## config.mk

```make
export PLATFORM = sky130hd
export DESIGN_NAME = polygon_separating_axis_core
export DESIGN_NICKNAME = d
export VERILOG_FILES = /design/src/psa_pkg.sv /design/src/psa_ram.sv /design/src/psa_proj_pipe.sv /design/src/polygon_separating_axis_core.sv
export SDC_FILE = /design/constraint.sdc
export NUM_CORES = 2
export LEC_CHECK = 0
export ABC_AREA = 0
export BUFFER_PORTS_ARGS = -buffer_cell sky130_fd_sc_hd__buf_2
export CAP_MARGIN = 20
export CORE_MARGIN = 2
export CORE_UTILIZATION = 60
export CTS_CLUSTER_DIAMETER = 120
export DETAILED_ROUTE_END_ITERATION = 8
export PLACE_DENSITY_LB_ADDON = 0.08
export RECOVER_POWER = 50
export SETUP_SLACK_MARGIN = 0.2
export SLEW_MARGIN = 10
export SYNTH_ARGS = -nofsm -noshare
export SYNTH_HDL_FRONTEND = slang
export SYNTH_HIERARCHICAL = 1
export SYNTH_SLANG_ARGS = --single-unit
```

## constraint.sdc

```tcl
create_clock -name clock -period 13.3 [get_ports clock]
set_input_delay 2.66 -clock clock [delete_from_list [all_inputs] [get_ports clock]]
set_output_delay 2.66 -clock clock [all_outputs]
set_load 0.01 [all_outputs]
```

## src/psa_pkg.sv

```systemverilog
// Shared definitions for the polygon separating axis core.
// Holds default sizes, field widths, item opcodes and the pipeline tag type.
// No dependencies.
package psa_pkg;

   localparam int MAX_VERTICES_DEF = 16;
   localparam int COORD_WIDTH_DEF  = 16;
   localparam int NORMAL_W         = 16;
   localparam int SEP_W            = 35;

   localparam logic [1:0] OP_LOAD_A = 2'd0;
   localparam logic [1:0] OP_LOAD_B = 2'd1;
   localparam logic [1:0] OP_EVAL   = 2'd2;

   // Travels with each vertex pair through the projection pipeline.
   typedef struct packed {
      logic valid;
      logic phase;   // 0: edges of A against B's vertices, 1: edges of B against A's
      logic first;   // first vertex of the inner sweep
      logic last;    // last vertex of the inner sweep
   } psa_tag_type;

endpackage

```

## src/psa_ram.sv

```systemverilog
// Generic simple dual-port RAM: one write port, one read port, registered read.
// No dependencies.
module psa_ram #(
   parameter int WIDTH = 64,
   parameter int DEPTH = 16
) (
   input  logic                     clock,
   input  logic                     wr_en,
   input  logic [$clog2(DEPTH)-1:0] wr_addr,
   input  logic [WIDTH-1:0]         wr_data,
   input  logic [$clog2(DEPTH)-1:0] rd_addr,
   output logic [WIDTH-1:0]         rd_data
);

   logic [WIDTH-1:0] mem_ff [DEPTH];
   logic [WIDTH-1:0] rd_data_ff;

   always_ff @(posedge clock) begin
      if (wr_en) begin
         mem_ff[wr_addr] <= wr_data;
      end
      rd_data_ff <= mem_ff[rd_addr];
   end

   assign rd_data = rd_data_ff;

endmodule

```

## src/psa_proj_pipe.sv

```systemverilog
// Projection pipeline: difference, products, sum, running minimum, running best.
// Depends on psa_pkg (tag type, normal width).
module psa_proj_pipe #(
   parameter int COORD_WIDTH = 16
) (
   input  logic                                                  clock,
   input  logic                                                  reset,
   input  logic                                                  clear,
   input  psa_pkg::psa_tag_type                                  tag,
   input  logic [2*COORD_WIDTH+2*psa_pkg::NORMAL_W-1:0]          rd_a,
   input  logic [2*COORD_WIDTH+2*psa_pkg::NORMAL_W-1:0]          rd_b,
   output logic signed [COORD_WIDTH+psa_pkg::NORMAL_W+1:0]       best,
   output logic signed [psa_pkg::NORMAL_W-1:0]                   axis_x,
   output logic signed [psa_pkg::NORMAL_W-1:0]                   axis_y,
   output logic                                                  active
);
   import psa_pkg::*;

   localparam int ENTRY_W = 2*COORD_WIDTH + 2*NORMAL_W;
   localparam int DIFF_W  = COORD_WIDTH + 1;
   localparam int PROD_W  = DIFF_W + NORMAL_W;
   localparam int SUM_W   = PROD_W + 1;

   logic [ENTRY_W-1:0]        base_w, other_w;
   logic signed [COORD_WIDTH-1:0] bx, by, ox, oy;
   logic signed [NORMAL_W-1:0]    bnx, bny;

   psa_tag_type               s1_tag_ff, s2_tag_ff, s3_tag_ff, s4_tag_ff;
   logic signed [DIFF_W-1:0]  s1_dx_ff, s1_dy_ff, s1_dx_in, s1_dy_in;
   logic signed [NORMAL_W-1:0] s1_nx_ff, s1_ny_ff, s2_nx_ff, s2_ny_ff;
   logic signed [NORMAL_W-1:0] s3_nx_ff, s3_ny_ff, s4_nx_ff, s4_ny_ff;
   logic signed [PROD_W-1:0]  s2_px_ff, s2_py_ff, s2_px_in, s2_py_in;
   logic signed [SUM_W-1:0]   s3_sum_ff, s3_sum_in;
   logic signed [SUM_W-1:0]   min_ff, best_ff;
   logic signed [NORMAL_W-1:0] ax_ff, ay_ff;
   logic                      have_ff;
   logic                      take_best;

   // The base vertex comes from A in the first sweep and from B in the second.
   always_comb begin
      base_w  = tag.phase ? rd_b : rd_a;
      other_w = tag.phase ? rd_a : rd_b;
      bx  = base_w[ENTRY_W-1 -: COORD_WIDTH];
      by  = base_w[ENTRY_W-1-COORD_WIDTH -: COORD_WIDTH];
      bnx = base_w[2*NORMAL_W-1 -: NORMAL_W];
      bny = base_w[NORMAL_W-1:0];
      ox  = other_w[ENTRY_W-1 -: COORD_WIDTH];
      oy  = other_w[ENTRY_W-1-COORD_WIDTH -: COORD_WIDTH];
      s1_dx_in  = DIFF_W'(ox) - DIFF_W'(bx);
      s1_dy_in  = DIFF_W'(oy) - DIFF_W'(by);
      s2_px_in  = PROD_W'(s1_dx_ff) * PROD_W'(s1_nx_ff);
      s2_py_in  = PROD_W'(s1_dy_ff) * PROD_W'(s1_ny_ff);
      s3_sum_in = SUM_W'(s2_px_ff) + SUM_W'(s2_py_ff);
      take_best = s4_tag_ff.valid && s4_tag_ff.last && (!have_ff || (min_ff > best_ff));
   end

   always_ff @(posedge clock) begin
      if (reset) begin
         s1_tag_ff <= '0;
         s2_tag_ff <= '0;
         s3_tag_ff <= '0;
         s4_tag_ff <= '0;
         have_ff   <= 1'b0;
      end else begin
         s1_tag_ff <= tag;
         s2_tag_ff <= s1_tag_ff;
         s3_tag_ff <= s2_tag_ff;
         s4_tag_ff <= s3_tag_ff;
         if (clear) begin
            have_ff <= 1'b0;
         end else if (take_best) begin
            have_ff <= 1'b1;
         end
      end
   end

   always_ff @(posedge clock) begin
      s1_dx_ff  <= s1_dx_in;
      s1_dy_ff  <= s1_dy_in;
      s1_nx_ff  <= bnx;
      s1_ny_ff  <= bny;
      s2_px_ff  <= s2_px_in;
      s2_py_ff  <= s2_py_in;
      s2_nx_ff  <= s1_nx_ff;
      s2_ny_ff  <= s1_ny_ff;
      s3_sum_ff <= s3_sum_in;
      s3_nx_ff  <= s2_nx_ff;
      s3_ny_ff  <= s2_ny_ff;
      s4_nx_ff  <= s3_nx_ff;
      s4_ny_ff  <= s3_ny_ff;
      if (s3_tag_ff.valid && (s3_tag_ff.first || (s3_sum_ff < min_ff))) begin
         min_ff <= s3_sum_ff;
      end
      // B's normals point away from A, so the axis is turned round for them.
      if (take_best) begin
         best_ff <= min_ff;
         ax_ff   <= s4_tag_ff.phase ? -s4_nx_ff : s4_nx_ff;
         ay_ff   <= s4_tag_ff.phase ? -s4_ny_ff : s4_ny_ff;
      end
   end

   assign best   = best_ff;
   assign axis_x = ax_ff;
   assign axis_y = ay_ff;
   assign active = tag.valid | s1_tag_ff.valid | s2_tag_ff.valid | s3_tag_ff.valid |
                   s4_tag_ff.valid;

endmodule

```

## src/polygon_separating_axis_core.sv

```systemverilog
// Top level of the 2-D separating axis core for two convex polygons.
// Depends on psa_pkg, psa_ram (vertex stores) and psa_proj_pipe (projection unit).
//
//  Channel   Handshake               Ports
//  --------  ----------------------  --------------------------------------------------
//  request   start & !busy           req_opcode, req_point_x/y, req_normal_x/y
//  response  rsp_strobe, one cycle   rsp_separation, rsp_axis_x/y, rsp_valid_res,
//                                    rsp_overflowed
//
// A vertex load leaves busy low, so loads may arrive back to back.
// An evaluate item with both polygons loaded feeds one vertex pair per cycle into the
// shared projection pipeline, set by its single pair of multipliers and the one read port
// of each vertex store, and then waits for the pipeline to drain.
// An evaluate item with an empty polygon answers in the cycle after it is accepted.
// Reset is synchronous; it empties both polygons and clears the overflow flag.
// The response cannot be stalled: the result is shown for exactly one cycle.
module polygon_separating_axis_core #(
   parameter int MAX_VERTICES = psa_pkg::MAX_VERTICES_DEF,
   parameter int COORD_WIDTH  = psa_pkg::COORD_WIDTH_DEF
) (
   input  logic                                  clock,
   input  logic                                  reset,
   input  logic                                  start,
   output logic                                  busy,
   input  logic [1:0]                            req_opcode,
   input  logic signed [COORD_WIDTH-1:0]         req_point_x,
   input  logic signed [COORD_WIDTH-1:0]         req_point_y,
   input  logic signed [psa_pkg::NORMAL_W-1:0]   req_normal_x,
   input  logic signed [psa_pkg::NORMAL_W-1:0]   req_normal_y,
   output logic                                  rsp_strobe,
   output logic signed [psa_pkg::SEP_W-1:0]      rsp_separation,
   output logic signed [psa_pkg::NORMAL_W-1:0]   rsp_axis_x,
   output logic signed [psa_pkg::NORMAL_W-1:0]   rsp_axis_y,
   output logic                                  rsp_valid_res,
   output logic                                  rsp_overflowed
);
   import psa_pkg::*;

   localparam int ENTRY_W = 2*COORD_WIDTH + 2*NORMAL_W;
   localparam int AW      = $clog2(MAX_VERTICES);
   localparam int CNT_W   = $clog2(MAX_VERTICES + 1);
   localparam int SUM_W   = COORD_WIDTH + NORMAL_W + 2;
   localparam int EXT_W   = (SUM_W > SEP_W) ? SUM_W : SEP_W;

   localparam logic [1:0] ST_IDLE  = 2'd0;
   localparam logic [1:0] ST_RUN   = 2'd1;
   localparam logic [1:0] ST_DRAIN = 2'd2;

   localparam logic signed [SEP_W-1:0] SEP_MAX_C = {1'b0, {(SEP_W-1){1'b1}}};
   localparam logic signed [SEP_W-1:0] SEP_MIN_C = {1'b1, {(SEP_W-1){1'b0}}};

   logic [1:0]       state_ff, state_in;
   logic             phase_ff, phase_in;
   logic [AW-1:0]    i_ff, i_in, j_ff, j_in;
   logic [CNT_W-1:0] cnt_a_ff, cnt_a_in, cnt_b_ff, cnt_b_in;
   logic             dropped_ff, dropped_in;
   psa_tag_type      tag_ff, tag_in;

   logic                       rsp_strobe_ff;
   logic signed [SEP_W-1:0]    rsp_sep_ff;
   logic signed [NORMAL_W-1:0] rsp_ax_ff, rsp_ay_ff;
   logic                       rsp_valid_ff, rsp_ovf_ff;

   logic             accept, load_a, load_b, eval_go, eval_empty, finish;
   logic             full_a, full_b, j_last, i_last;
   logic [CNT_W-1:0] base_cnt, other_cnt;
   logic [AW-1:0]    addr_a, addr_b;
   logic [ENTRY_W-1:0] wr_word, rd_a, rd_b;

   logic signed [SUM_W-1:0]    pipe_best;
   logic signed [NORMAL_W-1:0] pipe_ax, pipe_ay;
   logic                       pipe_active;
   logic signed [EXT_W-1:0]    best_ext;
   logic signed [SEP_W-1:0]    sep_sat;

   assign busy   = (state_ff != ST_IDLE);
   assign accept = start && !busy;
   assign full_a = (cnt_a_ff == CNT_W'(MAX_VERTICES));
   assign full_b = (cnt_b_ff == CNT_W'(MAX_VERTICES));
   assign load_a = accept && (req_opcode == OP_LOAD_A) && !full_a;
   assign load_b = accept && (req_opcode == OP_LOAD_B) && !full_b;
   assign eval_go    = accept && (req_opcode == OP_EVAL) &&
                       (cnt_a_ff != '0) && (cnt_b_ff != '0);
   assign eval_empty = accept && (req_opcode == OP_EVAL) &&
                       ((cnt_a_ff == '0) || (cnt_b_ff == '0));
   // The answer is final once the last candidate has left the pipeline.
   assign finish  = (state_ff == ST_DRAIN) && !pipe_active;
   assign wr_word = {req_point_x, req_point_y, req_normal_x, req_normal_y};

   // In the first sweep A supplies the edge and B the vertices; in the second the roles swap.
   always_comb begin
      base_cnt  = phase_ff ? cnt_b_ff : cnt_a_ff;
      other_cnt = phase_ff ? cnt_a_ff : cnt_b_ff;
      j_last    = ((CNT_W'(j_ff) + CNT_W'(1)) == other_cnt);
      i_last    = ((CNT_W'(i_ff) + CNT_W'(1)) == base_cnt);
      addr_a    = phase_ff ? j_ff : i_ff;
      addr_b    = phase_ff ? i_ff : j_ff;
   end

   always_comb begin
      state_in   = state_ff;
      phase_in   = phase_ff;
      i_in       = i_ff;
      j_in       = j_ff;
      cnt_a_in   = cnt_a_ff;
      cnt_b_in   = cnt_b_ff;
      dropped_in = dropped_ff;
      tag_in     = '0;
      case (state_ff)
         ST_IDLE: begin
            if (load_a) begin
               cnt_a_in = cnt_a_ff + CNT_W'(1);
            end
            if (load_b) begin
               cnt_b_in = cnt_b_ff + CNT_W'(1);
            end
            if (accept && (((req_opcode == OP_LOAD_A) && full_a) ||
                           ((req_opcode == OP_LOAD_B) && full_b))) begin
               dropped_in = 1'b1;
            end
            if (eval_go) begin
               state_in = ST_RUN;
               phase_in = 1'b0;
               i_in     = '0;
               j_in     = '0;
            end
            if (eval_empty) begin
               cnt_a_in   = '0;
               cnt_b_in   = '0;
               dropped_in = 1'b0;
            end
         end
         ST_RUN: begin
            tag_in.valid = 1'b1;
            tag_in.phase = phase_ff;
            tag_in.first = (j_ff == '0);
            tag_in.last  = j_last;
            if (!j_last) begin
               j_in = j_ff + AW'(1);
            end else begin
               j_in = '0;
               if (!i_last) begin
                  i_in = i_ff + AW'(1);
               end else begin
                  i_in = '0;
                  if (!phase_ff) begin
                     phase_in = 1'b1;
                  end else begin
                     state_in = ST_DRAIN;
                  end
               end
            end
         end
         ST_DRAIN: begin
            if (finish) begin
               state_in   = ST_IDLE;
               cnt_a_in   = '0;
               cnt_b_in   = '0;
               dropped_in = 1'b0;
            end
         end
         default: begin
            state_in = ST_IDLE;
         end
      endcase
   end

   // Saturate the widened best value to the separation field.
   always_comb begin
      best_ext = EXT_W'(pipe_best);
      if (best_ext > EXT_W'(SEP_MAX_C)) begin
         sep_sat = SEP_MAX_C;
      end else if (best_ext < EXT_W'(SEP_MIN_C)) begin
         sep_sat = SEP_MIN_C;
      end else begin
         sep_sat = best_ext[SEP_W-1:0];
      end
   end

   always_ff @(posedge clock) begin
      if (reset) begin
         state_ff      <= ST_IDLE;
         phase_ff      <= 1'b0;
         i_ff          <= '0;
         j_ff          <= '0;
         cnt_a_ff      <= '0;
         cnt_b_ff      <= '0;
         dropped_ff    <= 1'b0;
         tag_ff        <= '0;
         rsp_strobe_ff <= 1'b0;
      end else begin
         state_ff      <= state_in;
         phase_ff      <= phase_in;
         i_ff          <= i_in;
         j_ff          <= j_in;
         cnt_a_ff      <= cnt_a_in;
         cnt_b_ff      <= cnt_b_in;
         dropped_ff    <= dropped_in;
         tag_ff        <= tag_in;
         rsp_strobe_ff <= finish || eval_empty;
      end
   end

   always_ff @(posedge clock) begin
      if (finish) begin
         rsp_sep_ff   <= sep_sat;
         rsp_ax_ff    <= pipe_ax;
         rsp_ay_ff    <= pipe_ay;
         rsp_valid_ff <= 1'b1;
         rsp_ovf_ff   <= dropped_ff;
      end else if (eval_empty) begin
         rsp_sep_ff   <= '0;
         rsp_ax_ff    <= '0;
         rsp_ay_ff    <= '0;
         rsp_valid_ff <= 1'b0;
         rsp_ovf_ff   <= dropped_ff;
      end
   end

   psa_ram #(
      .WIDTH (ENTRY_W),
      .DEPTH (MAX_VERTICES)
   ) u_store_a (
      .clock   (clock),
      .wr_en   (load_a),
      .wr_addr (cnt_a_ff[AW-1:0]),
      .wr_data (wr_word),
      .rd_addr (addr_a),
      .rd_data (rd_a)
   );

   psa_ram #(
      .WIDTH (ENTRY_W),
      .DEPTH (MAX_VERTICES)
   ) u_store_b (
      .clock   (clock),
      .wr_en   (load_b),
      .wr_addr (cnt_b_ff[AW-1:0]),
      .wr_data (wr_word),
      .rd_addr (addr_b),
      .rd_data (rd_b)
   );

   // The tag is registered so that it lines up with the registered store read.
   psa_proj_pipe #(
      .COORD_WIDTH (COORD_WIDTH)
   ) u_proj (
      .clock  (clock),
      .reset  (reset),
      .clear  (eval_go),
      .tag    (tag_ff),
      .rd_a   (rd_a),
      .rd_b   (rd_b),
      .best   (pipe_best),
      .axis_x (pipe_ax),
      .axis_y (pipe_ay),
      .active (pipe_active)
   );

   assign rsp_strobe     = rsp_strobe_ff;
   assign rsp_separation = rsp_sep_ff;
   assign rsp_axis_x     = rsp_ax_ff;
   assign rsp_axis_y     = rsp_ay_ff;
   assign rsp_valid_res  = rsp_valid_ff;
   assign rsp_overflowed = rsp_ovf_ff;

endmodule

```

==> results.ini <==
[power_and_ir_drop]
switchingPower_mw = 10.2
pwr-share-seq_pct = 33.0
swShare_pct = 34.7
p_per_area_mw_per_mm2 = 224
p_clk_share_pct = 25.4
p_comb_share_pct = 41.6
p_int_mw = 19.2
total_power_mw = 29.4
vdd_ir_drop_max_mv = 0.441
p_leak_nw = 46.9

[hold_path]
hp-class = flip-flop to flip-flop
hold_start = u_proj/s2_ny_ff[3]
holdPathEnd = u_proj/s3_ny_ff[3]
hold_path_depth = 0

[logic_synthesis]
yosys_warnings = 6
avgSynthCellArea_um2 = 16.7
ys_seq_area_share_pct = 63.3
async_reset_ff_share_pct = 0
syn-num-nets = 8058
syn_inst = 7126
synth-edff-count = 2216
synth_area_mm2 = 0.119
synth_ff_type = edfxtp_1
synthDistinctLibCells = 77
ys_seq_elements = 2650

[global_routing]
grt_util_all_layers_pct = 28.7
antenna_found_initial = 32
first_global_vias = 65488
grt-ovfl-total = 0
grt_max_degree = 131
grt_pass1_wl_mm = 424

[timing]
finalSetupViolations = 0
slew_headroom_pct = -102
finalHoldViolCount = 0
clock-skew-final_ps = 83.9
timing.fmax_mhz = 138
rsz0062_at_grt = no
worst_pin_slew_ps = 3030
period_share_pct = 54.7
setup_tns_ps = 0
slew_violations = 371
fin_ws_ps = 6030
min_period_ps = 7270

[setup_path]
worstSetupPathType = flip-flop to flip-flop
reg2reg_to = u_proj/s1_dx_ff[16]
crit_arrival_ps = 8020
crit_fanout = 40
rr_startpoint = tag_ff[2]
start_kind = flip-flop
end_kind = flip-flop
required_ps = 14050
reg2reg_setup_slack_ps = 6030
rr_worst_depth = 12

[detailed_routing]
routed-via-count = 62498
avgViaCountPerCell = 6.10
firstDrtPassIters = 5
drt-total-wl_mm = 284
wl_per_cell_um = 27.7
drc = 0
drtIter0Drc = 6109
antenna_left = 0

[run_status]
violations = capacitance limit, slew limit
status = finished with violations

[finish]
drive_gt1_share_pct = 15.3
design_area_mm2 = 0.131
fin_nets = 8317
final_cells = 10239
area_growth_pct = 10.5

[die]
die-height_um = 449
core_area_mm2 = 0.197
pin_count = 140
fp.dieW_um = 449
die_area_mm2 = 0.202
rows = 163
initial_core_util_pct = 60.3

[placement]
hpwl_mm = 175
placed_cell_area_mm2 = 0.123
preCtsSetupSlack_ps = 6410
numPlacedInstances = 9740
port_buffers = 139
gp_congestion = 0.884

[job]
drv_cap = 10

[clock_tree]
cts_tree = yes
path_clk_slew_ps = 60
cts_buffers = 283
hold_buffers = 0
cts_resized = 0
cts-htree-levels = 5
cts_setup_buffers = 0
cts_root_buf = clkbuf_16
clkLatencyLatePin_ps = 950
cts_sinks = 2650
cts_max_path_buffers = 4

-- critical path, cell delays in order (launching register included) --
cell      delay (ps)
dfxtp_1         1980
clkbuf_1        2230
mux2_2           490
ha_1             200
fa_1             210
o21ai_0           80
a21oi_1          220
o21ai_0          150
a31o_2           300
a211o_1          320
a31oi_1          300
a21boi_0         160
a31oi_1          350
-- registers in the layout (all words and copies together), names as in the netlist, 17 cells and up --
signal	count
rsp_separation	35
u_proj/s1_dy_ff	17
u_proj/best	34
u_store_b/mem_ff	1024
u_proj/s2_py_ff	33
u_proj/s2_px_ff	33
u_proj/s3_sum_ff	34
u_store_a/mem_ff	1024
u_store_a/rd_data	64
u_proj/s1_dx_ff	17
u_proj/min_ff	34
u_store_b/rd_data	64
-- metal layers --
metal	vias up	wire length (um)	GRT usage (%)
met1	32689	110000	38.3
met5	-	109	0
li1	26736	-	-
met4	16	10400	10.7
met3	522	23400	5.50
met2	2535	140000	47.7
-- power by group through the flow --
stage | sequential (mW) | clock (mW) | combinational (mW)
3_3_place_gp | 9.88 | 0 | 12.1
6_report | 9.71 | 7.45 | 12.2
5_1_grt | 9.72 | 7.91 | 13.9
2_1_floorplan | 9.69 | 0 | 9.44
4_1_cts | 9.71 | 7.59 | 12.4
3_5_place_dp | 9.88 | 0 | 12.3
-- synth_stat cells (5+ instances only) --
cell,instances,share of area (%)
xnor2_1,124,0.91
a211oi_1,16,0.10
o211ai_1,6,0.038
nand2b_1,30,0.16
nand3b_1,7,0.044
buf_1,30,0.095
o21a_1,24,0.15
edfxtp_1,2216,56
dfxtp_1,434,7.3
clkbuf_1,173,0.55
a211o_1,8,0.059
a21boi_0,6,0.038
and3_1,11,0.058
nand4_1,22,0.12
a31o_2,5,0.037
or4_1,5,0.032
buf_6,27,0.26
a31oi_1,9,0.047
o31ai_1,16,0.10
fa_1,555,9.4
nor3_1,44,0.19
a21oi_1,101,0.43
nor2_1,142,0.45
and4_1,5,0.037
o41ai_1,5,0.037
mux2i_1,46,0.39
nand2_1,458,1.4
nor2b_1,36,0.19
o21bai_1,9,0.057
nor4_1,5,0.026
mux2_2,67,0.64
mux4_2,512,9.7
ha_1,308,3.2
and2_1,333,1.8
or3_1,10,0.053
a311oi_1,5,0.037
inv_1,733,2.3
xor2_1,45,0.33
a22oi_1,261,1.6
buf_4,12,0.076
o21ai_0,81,0.34
nand3_1,24,0.10
a21o_1,69,0.44
buf_2,28,0.12
-- layout by cell type, fill, tap and decap left out, types with 144 or more instances in the layout --
cell and n:
edfxtp_1 2216, inv_1 733, fa_1 555, mux4_2 512
nand2_1 457, dfxtp_1 434, ha_1 308, clkbuf_16 289
and2_1 277, a22oi_1 261, clkbuf_1 144
-- stage by stage --
stage	hold slack [ps]	util [%]
after floorplan	310	-
after global placement	310	62.3
after detailed placement	312	62.3
after CTS	317	66.7
after global routing	321	66.6
final	315	66.6
-- how the worst max path moves through the flow --
stage,startpoint,to,slack [ps],cells after the start
finish,tag_ff[2],u_proj/s1_dx_ff[16],6030,12
global route,tag_ff[2],u_proj/s1_dx_ff[16],5740,12
CTS,u_proj/s1_nx_ff[1],u_proj/s2_px_ff[29],6390,18
detailed placement,u_proj/s1_nx_ff[1],u_proj/s2_px_ff[29],6410,18
global placement,req_opcode[1],u_store_a/mem_ff[2][20],5950,6
floorplan,req_opcode[1],u_store_a/mem_ff[0][0],4460,4
-- cells by family after synthesis --
group | count (synthesis) | synth area share [%]
DFF | 2650 | 63.3
muxes | 625 | 10.7
adders and majority gates | 863 | 12.6
xor gates and xnor gates | 169 | 1.25
and+or+nand+nor | 1160 | 4.85
buffers and inverters | 1005 | 3.43
AOI/OAI and AO/OA | 654 | 3.84
-- cell type report --
type                            count  area, um^2
Tap cell                         2640        3300
Clock buffer                      380        7780
Sequential cell                  2650       75200
Timing Repair Buffer              245        1420
Multi-Input combinational cell   3471       39800
Clock inverter                    104         928
Inverter                          734        2760
Fill cell                       13484       65700
Antenna cell                       15        37.5
Power figures use the tool's default switching activity.
